## src/sv/sdm_pkg.sv

```systemverilog
// shared constants, codes and types for the signed division magic-number block
package sdm_pkg;

	localparam int W      = 32;
	localparam int CNT_W  = $clog2(W);
	localparam int PW     = $clog2(2 * W);

	localparam logic [W-1:0] TOP = {1'b1, {(W-1){1'b0}}};

	typedef enum logic [1:0] {
		ST_UNRED = 2'd0,
		ST_POW2  = 2'd1,
		ST_MAGIC = 2'd2
	} status_t;

	typedef enum logic [1:0] {
		STR_MUL = 2'd0,
		STR_ADD = 2'd1,
		STR_SUB = 2'd2
	} strategy_t;

	typedef struct packed {
		logic         go;
		logic [W-1:0] dividend;
		logic [W-1:0] divisor;
	} div_req_t;

	typedef struct packed {
		logic         done;
		logic [W-1:0] quotient;
		logic [W-1:0] remainder;
	} div_rsp_t;

	typedef struct packed {
		logic [W-1:0] q1;
		logic [W-1:0] r1;
		logic [W-1:0] q2;
		logic [W-1:0] r2;
	} magic_t;

endpackage

```

## src/sv/sdm_div.sv

```systemverilog
// restoring unsigned divider, one quotient bit per cycle
module sdm_div (
	input  logic              clk,
	input  logic              arst_n,
	input  sdm_pkg::div_req_t req,
	output sdm_pkg::div_rsp_t rsp
);

	logic [sdm_pkg::W-1:0]     quo_q;
	logic [sdm_pkg::W-1:0]     rem_q;
	logic [sdm_pkg::W-1:0]     dvs_q;
	logic [sdm_pkg::CNT_W-1:0] cnt_q;
	logic                      run_q;
	logic                      done_q;

	logic [sdm_pkg::W:0] trial;
	logic [sdm_pkg::W:0] diff;
	logic                fits;

	always_comb begin
		trial = {rem_q, quo_q[sdm_pkg::W-1]};
		diff  = trial - {1'b0, dvs_q};
		fits  = trial >= {1'b0, dvs_q};
	end

	always_ff @(posedge clk or negedge arst_n) begin
		if (!arst_n) begin
			run_q  <= 1'b0;
			done_q <= 1'b0;
			cnt_q  <= '0;
		end else begin
			done_q <= 1'b0;
			if (req.go) begin
				run_q <= 1'b1;
				cnt_q <= '0;
				quo_q <= req.dividend;
				dvs_q <= req.divisor;
				rem_q <= '0;
			end else if (run_q) begin
				// remainder stays below the divisor, so the top bit drops out
				rem_q <= fits ? diff[sdm_pkg::W-1:0] : trial[sdm_pkg::W-1:0];
				quo_q <= {quo_q[sdm_pkg::W-2:0], fits};
				cnt_q <= cnt_q + 1'b1;
				if (cnt_q == sdm_pkg::CNT_W'(sdm_pkg::W - 1)) begin
					run_q  <= 1'b0;
					done_q <= 1'b1;
				end
			end
		end
	end

	assign rsp.done      = done_q;
	assign rsp.quotient  = quo_q;
	assign rsp.remainder = rem_q;

endmodule

```

## src/sv/sdm_step.sv

```systemverilog
// one doubling step of the magic-number search and its continue test
module sdm_step (
	input  sdm_pkg::magic_t        cur,
	input  logic [sdm_pkg::W-1:0]  anc,
	input  logic [sdm_pkg::W-1:0]  ad,
	input  logic [sdm_pkg::PW-1:0] p,
	output sdm_pkg::magic_t        nxt,
	output logic                   more
);

	logic [sdm_pkg::W-1:0]  r1s;
	logic [sdm_pkg::W-1:0]  r2s;
	logic                   ge1;
	logic                   ge2;
	logic [sdm_pkg::W-1:0]  delta;
	logic [sdm_pkg::PW-1:0] p_next;

	always_comb begin
		r1s    = {cur.r1[sdm_pkg::W-2:0], 1'b0};
		r2s    = {cur.r2[sdm_pkg::W-2:0], 1'b0};
		ge1    = r1s >= anc;
		ge2    = r2s >= ad;
		nxt.q1 = {cur.q1[sdm_pkg::W-2:0], ge1};
		nxt.r1 = ge1 ? r1s - anc : r1s;
		nxt.q2 = {cur.q2[sdm_pkg::W-2:0], ge2};
		nxt.r2 = ge2 ? r2s - ad : r2s;
		delta  = ad - nxt.r2;
		p_next = p + 1'b1;
		more   = ((nxt.q1 < delta) || ((nxt.q1 == delta) && (nxt.r1 == '0)))
			&& (p_next < sdm_pkg::PW'(2 * sdm_pkg::W - 1));
	end

endmodule

```

## src/sv/signed_division_magic_number.sv

```systemverilog
// top level: classifies a signed divisor and searches its magic multiplier
//
// a divisor beat is taken at a rising edge with start high and busy low.
// one result comes back per beat: done is high for exactly one cycle and
// status, magnitude, pow2_shift, multiplier, post_shift and strategy are
// valid in that cycle (they hold until the next divisor is taken). the
// receiver cannot stall, so the result is simply presented once.
// work from the accepting edge to the done cycle:
//   zero or most negative divisor: done is set at the accepting edge
//   power-of-two magnitude: trailing zeros counted by a serial shift
//   other divisors: three serial divisions, then up to 32 doubling
//   steps, then a final state that registers the result
// the shared restoring divider makes one quotient bit per cycle and does
// most of this work. busy is high from the accepting edge until the
// result cycle (it stays low for a zero or most negative divisor), so one
// divisor is worked on at a time; a new start can be taken in the done cycle.
// reset (arst_n low) returns to idle with done low; nothing is kept
// between divisors.
module signed_division_magic_number (
	input  logic               clk,
	input  logic               arst_n,
	input  logic               start,
	input  logic signed [31:0] divisor,
	output logic               busy,
	output logic               done,
	output logic [1:0]         status,
	output logic [30:0]        magnitude,
	output logic [4:0]         pow2_shift,
	output logic signed [31:0] multiplier,
	output logic [4:0]         post_shift,
	output logic [1:0]         strategy
);

	typedef enum logic [2:0] {
		S_IDLE,
		S_TZ,
		S_DIV_ANC,
		S_DIV_Q1,
		S_DIV_Q2,
		S_LOOP,
		S_FIN
	} state_t;

	state_t state_q;

	logic [sdm_pkg::W-1:0]     ad_q;
	logic                      neg_q;
	logic [sdm_pkg::W-1:0]     anc_q;
	logic [sdm_pkg::W-1:0]     sh_q;
	logic [sdm_pkg::CNT_W-1:0] tz_q;
	logic [sdm_pkg::PW-1:0]    p_q;
	sdm_pkg::magic_t           mag_q;
	logic                      done_q;
	logic [1:0]                status_q;
	logic [30:0]               magnitude_q;
	logic [4:0]                pow2_shift_q;
	logic [31:0]               multiplier_q;
	logic [4:0]                post_shift_q;
	logic [1:0]                strategy_q;
	logic                      div_go_q;
	logic [sdm_pkg::W-1:0]     div_dividend_q;
	logic [sdm_pkg::W-1:0]     div_divisor_q;

	sdm_pkg::div_req_t div_req;
	sdm_pkg::div_rsp_t div_rsp;
	sdm_pkg::magic_t   mag_next;
	logic              more;

	logic [sdm_pkg::W-1:0] v;
	logic [sdm_pkg::W-1:0] v_abs;
	logic                  v_unred;
	logic                  v_pow2;
	logic [sdm_pkg::W-1:0] m;
	logic [1:0]            strat;

	always_comb begin
		v       = divisor;
		v_abs   = v[sdm_pkg::W-1] ? (~v + 1'b1) : v;
		v_unred = (v == '0) || (v == sdm_pkg::TOP);
		v_pow2  = (v_abs & (v_abs - 1'b1)) == '0;
		// -(q2 + 1) is ~q2
		m       = neg_q ? ~mag_q.q2 : mag_q.q2 + 1'b1;
		if (!neg_q && m[sdm_pkg::W-1])
			strat = sdm_pkg::STR_ADD;
		else if (neg_q && !m[sdm_pkg::W-1] && (m != '0))
			strat = sdm_pkg::STR_SUB;
		else
			strat = sdm_pkg::STR_MUL;
	end

	assign div_req.go       = div_go_q;
	assign div_req.dividend = div_dividend_q;
	assign div_req.divisor  = div_divisor_q;

	sdm_div u_div (
		.clk    (clk),
		.arst_n (arst_n),
		.req    (div_req),
		.rsp    (div_rsp)
	);

	sdm_step u_step (
		.cur  (mag_q),
		.anc  (anc_q),
		.ad   (ad_q),
		.p    (p_q),
		.nxt  (mag_next),
		.more (more)
	);

	always_ff @(posedge clk or negedge arst_n) begin
		if (!arst_n) begin
			state_q  <= S_IDLE;
			done_q   <= 1'b0;
			div_go_q <= 1'b0;
		end else begin
			done_q   <= 1'b0;
			div_go_q <= 1'b0;
			case (state_q)
				S_IDLE: begin
					if (start) begin
						neg_q        <= v[sdm_pkg::W-1];
						ad_q         <= v_abs;
						sh_q         <= v_abs;
						tz_q         <= '0;
						status_q     <= sdm_pkg::ST_UNRED;
						magnitude_q  <= '0;
						pow2_shift_q <= '0;
						multiplier_q <= '0;
						post_shift_q <= '0;
						strategy_q   <= sdm_pkg::STR_MUL;
						if (v_unred) begin
							done_q <= 1'b1;
						end else if (v_pow2) begin
							state_q <= S_TZ;
						end else begin
							// remainder of (2^31 + neg) by the magnitude
							div_go_q       <= 1'b1;
							div_dividend_q <= sdm_pkg::TOP
								+ sdm_pkg::W'(v[sdm_pkg::W-1]);
							div_divisor_q  <= v_abs;
							state_q        <= S_DIV_ANC;
						end
					end
				end
				S_TZ: begin
					if (sh_q[0]) begin
						status_q     <= sdm_pkg::ST_POW2;
						magnitude_q  <= ad_q[30:0];
						pow2_shift_q <= tz_q;
						done_q       <= 1'b1;
						state_q      <= S_IDLE;
					end else begin
						sh_q <= sh_q >> 1;
						tz_q <= tz_q + 1'b1;
					end
				end
				S_DIV_ANC: begin
					if (div_rsp.done) begin
						anc_q <= sdm_pkg::TOP + sdm_pkg::W'(neg_q) - 1'b1
							- div_rsp.remainder;
						div_go_q       <= 1'b1;
						div_dividend_q <= sdm_pkg::TOP;
						div_divisor_q  <= sdm_pkg::TOP + sdm_pkg::W'(neg_q) - 1'b1
							- div_rsp.remainder;
						state_q        <= S_DIV_Q1;
					end
				end
				S_DIV_Q1: begin
					if (div_rsp.done) begin
						mag_q.q1       <= div_rsp.quotient;
						mag_q.r1       <= div_rsp.remainder;
						div_go_q       <= 1'b1;
						div_dividend_q <= sdm_pkg::TOP;
						div_divisor_q  <= ad_q;
						state_q        <= S_DIV_Q2;
					end
				end
				S_DIV_Q2: begin
					if (div_rsp.done) begin
						mag_q.q2 <= div_rsp.quotient;
						mag_q.r2 <= div_rsp.remainder;
						p_q      <= sdm_pkg::PW'(sdm_pkg::W - 1);
						state_q  <= S_LOOP;
					end
				end
				S_LOOP: begin
					mag_q <= mag_next;
					p_q   <= p_q + 1'b1;
					if (!more)
						state_q <= S_FIN;
				end
				S_FIN: begin
					status_q     <= sdm_pkg::ST_MAGIC;
					magnitude_q  <= ad_q[30:0];
					multiplier_q <= m;
					post_shift_q <= 5'(p_q - sdm_pkg::PW'(sdm_pkg::W));
					strategy_q   <= strat;
					done_q       <= 1'b1;
					state_q      <= S_IDLE;
				end
				default: begin
					state_q <= S_IDLE;
				end
			endcase
		end
	end

	assign busy       = state_q != S_IDLE;
	assign done       = done_q;
	assign status     = status_q;
	assign magnitude  = magnitude_q;
	assign pow2_shift = pow2_shift_q;
	assign multiplier = multiplier_q;
	assign post_shift = post_shift_q;
	assign strategy   = strategy_q;

endmodule

```

## config.mk

```make
export PLATFORM = sky130hd
export DESIGN_NAME = signed_division_magic_number
export DESIGN_NICKNAME = d
export VERILOG_FILES = /design/src/sv/sdm_pkg.sv /design/src/sv/sdm_div.sv /design/src/sv/sdm_step.sv /design/src/sv/signed_division_magic_number.sv
export SDC_FILE = /design/constraint.sdc
export NUM_CORES = 1
export LEC_CHECK = 0
export BUFFER_PORTS_ARGS = -buffer_cell sky130_fd_sc_hd__buf_2
export CORE_MARGIN = 5
export CORE_UTILIZATION = 30
export CTS_CLUSTER_SIZE = 14
export DETAILED_ROUTE_END_ITERATION = 10
export HOLD_SLACK_MARGIN = 0.05
export PLACE_DENSITY = 0.54
export SLEW_MARGIN = 20
export SYNTH_ARGS = -nofsm -noshare
export SYNTH_HDL_FRONTEND = slang
export SYNTH_SLANG_ARGS = --single-unit
```

## constraint.sdc

```tcl
create_clock -name clk -period 22 [get_ports clk]
set_clock_uncertainty 0.1 [all_clocks]
set_input_delay 2.2 -clock clk [delete_from_list [all_inputs] [get_ports clk]]
set_output_delay 2.2 -clock clk [all_outputs]
set_load 0.05 [all_outputs]
```

==> results.tsv <==
stage	metric	value	unit
outcome	status	finished, final reports clean	
synth	yosys.area.top_type	edfxtp_1	
die	start_util	30.3	%
synth	synthMostInstantiatedCell	edfxtp_1	
final_layout	areaGrowthSynthToFinish	13.1	%
synth	yosys-top-cells-count	439 x edfxtp_1, 339 x nand2_1, 292 x a21oi_1, 262 x nor2_1, 175 x inv_1	
worst_setup_path	arrival	9000	ps
die	die_h	322	µm
sta	worstMarginPinSlew	1070	ps
power	power	3.88	mW
worst_setup_path	cp-end-kind	register	
detailed_routing	wl_per_cell	22.2	µm
place	gp_congestion	0.938	
sta	hold_viol	0	
power	p_sw	1.60	mW
detailed_routing	drc	0	
sta	grt_setup_unrepaired	no	
worst_setup_path	cp_max_fo	29	
place	io_buffers	113	
worst_setup_path	critPathTopFamily	compound AO/OA/AOI/OAI gates	
global_routing	grt_max_degree	88	
synth	syn_inst	3061	
sta	slew_headroom	28.3	%
clocking	cts_buffers	51	
power	switching_share	41.4	%
worst_setup_path	worstSetupPathType	reg2reg	
clocking	cts_root_buf	clkbuf_16	
global_routing	grt_pass1_wl	146000	µm
synth	synth_edf_count	439	
synth	syn_nets	3263	
final_layout	drive_gt1_share	9.07	%
worst_setup_path	critPathSlowestCell	a41oi_1	
synth	synth_top_cell_area_share	45.0	%
worst_setup_path	start_kind	register	
die	row_count	114	
sta	fmax	117	MHz
sta	setup_tns	0	ps
detailed_routing	dr.pass1.iters	6	
clocking	clock_path_buffers	3	
power	p_leak	12.7	nW
power	powerDensity	117	nW/µm²
sta	fin_crit_sh	38.9	%
clocking	tritoncts	built	
detailed_routing	postRouteAntennaNets	0	
global_routing	first_global_vias	22400	
synth	synth_area_leaders	edfxtp_1 45%, ha_1 7.0%, a21oi_1 5.0%	
sta	slew_violations	0	
clocking	clk_latency	630	ps
detailed_routing	viasPerCell	5.41	
detailed_routing	vias	24000	
synth	avgSynthCellArea	9.56	µm²
worst_setup_path	worstPathRequired	22440	ps
die	core	96700	µm²
power	p_int	2.27	mW
detailed_routing	drt-total-wl	98700	µm
clocking	post_cts.repair.setup_buffers	0	
detailed_routing	drt_iter0_markers	2473	
job	maxCapViolCount	0	
final_layout	num-nets-final	3323	
worst_setup_path	crit_buf_inv	2	
final_layout	post-route-util	34.2	%
power	ir_worst_vdd	0.0724	mV
synth	yosysWarnings	0	
final_layout	finalNonFillerCells	4442	
die	die_x	322	µm
sta	setup_viol	0	
clocking	cts_sinks	451	
hold_path	min_path_type	reg2reg	
power	seq_power_share	34.8	%
place	post-place-cells	4344	
die	die_area	104000	µm²
clocking	path_clk_slew	70	ps
clocking	hold_buffers	0	
global_routing	grt_util_all_layers	18.3	%
synth	ys.flop_type	edfxtp_1	
die	ios	114	
synth	yosysUniqueCellTypes	100	
global_routing	gr-total-overflow	0	
synth	ys_seq_elements	451	
place	dpl.hpwl	74700	µm
sta	finalCriticalPeriod	8560	ps
clocking	cts_max_level	2	
worst_setup_path	crit_top_cell	ha_1	
worst_setup_path	cp_slowest_stage_delay	690	ps
power	pwr-share-clk	24.3	%
power	comb_power_share	40.9	%
synth	postSynth.asyncResetShare	2.66	%
synth	netlist_area	29300	µm²
synth	ys_seq_area_share	46.1	%
global_routing	antenna_found_initial	6	
clocking	cts_resized	0	
-- logic make-up (layout without fill, tap and decap cells) --
group	after synthesis	count (layout)	share of synthesized area (%)
XOR/XNOR	184	184	5.58
buffers and inverters	321	424	4.17
multiplexers	20	20	0.714
flip-flops	451	451	46.1
adder cells (fa/ha/maj)	171	171	7.35
other	1	3	0.0128
AO/OA/AOI/OAI	837	837	18.3
AND/OR/NAND/NOR	1076	1076	17.8
-- final timing paths --
check / startpoint / endpoint / slack, ps / depth (start not counted)
min in group asynchronous: arst_n / u_div.cnt_q[2]$_DFFE_PN0N_ / 1610 / 2
max reg2reg: ad_q[2]$_DFFE_PP_ / state_q[1]$_DFFE_PN0P_ / 13440 / 32
max: ad_q[2]$_DFFE_PP_ / state_q[1]$_DFFE_PN0P_ / 13440 / 32
max in group asynchronous: arst_n / div_go_q$_DFF_PN0_ / 19650 / 2
min: div_divisor_q[17]$_DFFE_PP_ / u_div.dvs_q[17]$_DFFE_PP_ / 320 / 0
min reg2reg: div_divisor_q[17]$_DFFE_PP_ / u_div.dvs_q[17]$_DFFE_PP_ / 320 / 0
-- power by group through the flow --
stage | combinational [mW] | sequential [mW] | clock [mW]
after floorplan | 0.981 | 1.38 | 0
after global placement | 1.57 | 1.36 | 0
after detailed placement | 1.57 | 1.36 | 0
after CTS | 1.58 | 1.35 | 0.956
after global routing | 1.72 | 1.36 | 0.995
final | 1.59 | 1.35 | 0.940
-- stage by stage --
step / hold slack, ps / setup WS, ps / cell area, µm²
after global routing: 321 / 13060 / 33100
after floorplan: 300 / 12500 / 29300
final: 318 / 13440 / 33100
after detailed placement: 305 / 13570 / 31300
after global placement: 302 / 13760 / 31300
after CTS: 317 / 13520 / 33100
-- registers in the layout (all words and copies together), names as in the netlist, 6 cells and up --
signal         count
ad_q              32
anc_q             32
div_divisor_q     32
mag_q            125
magnitude         31
multiplier        32
p_q                6
sh_q              32
u_div.dvs_q       32
u_div.quo_q       32
u_div.rem_q       32
-- metal layers --
layer / wire (µm) / share of wire (%) / vias to the layer above / track usage, %
met5: 13 / 0.013 / - / 0
met4: 2940 / 3.0 / 2 / 5.16
met3: 7500 / 7.6 / 132 / 3.08
met2: 42200 / 43 / 906 / 27.3
met1: 46100 / 47 / 11600 / 27.2
li1: - / - / 11400 / -
-- area by class of cell --
class | count | area, µm²
Clock inverter | 37 | 468
Timing Repair Buffer | 152 | 858
Multi-Input combinational cell | 2289 | 14700
Antenna cell | 2 | 5.00
Sequential cell | 451 | 13500
Inverter | 176 | 661
Tap cell | 1276 | 1600
Clock buffer | 59 | 1350
Fill cell | 9874 | 63600
-- cells in the final DEF (no fill, tap or decap), drive strengths merged, types with 20 or more instances in the layout --
cell type | Yosys | layout
a21boi | 20 | 20
nor2 | 262 | 262
xor2 | 104 | 104
xnor2 | 79 | 79
a21oi | 293 | 293
nand4 | 38 | 38
inv | 175 | 179
and2 | 31 | 31
nand2b | 40 | 40
nor2b | 73 | 73
o31ai | 24 | 24
a211oi | 36 | 36
a311oi | 29 | 29
ha | 164 | 164
nand3 | 78 | 78
nor4 | 30 | 30
and3 | 28 | 28
nor3 | 61 | 61
nand2 | 339 | 339
a31oi | 55 | 55
o21ai | 162 | 162
clkinv | 1 | 20
or3 | 32 | 32
clkbuf | 127 | 59
buf | 18 | 152
a21o | 69 | 69
edfxtp | 439 | 439
(Power assumes the default switching activity.)
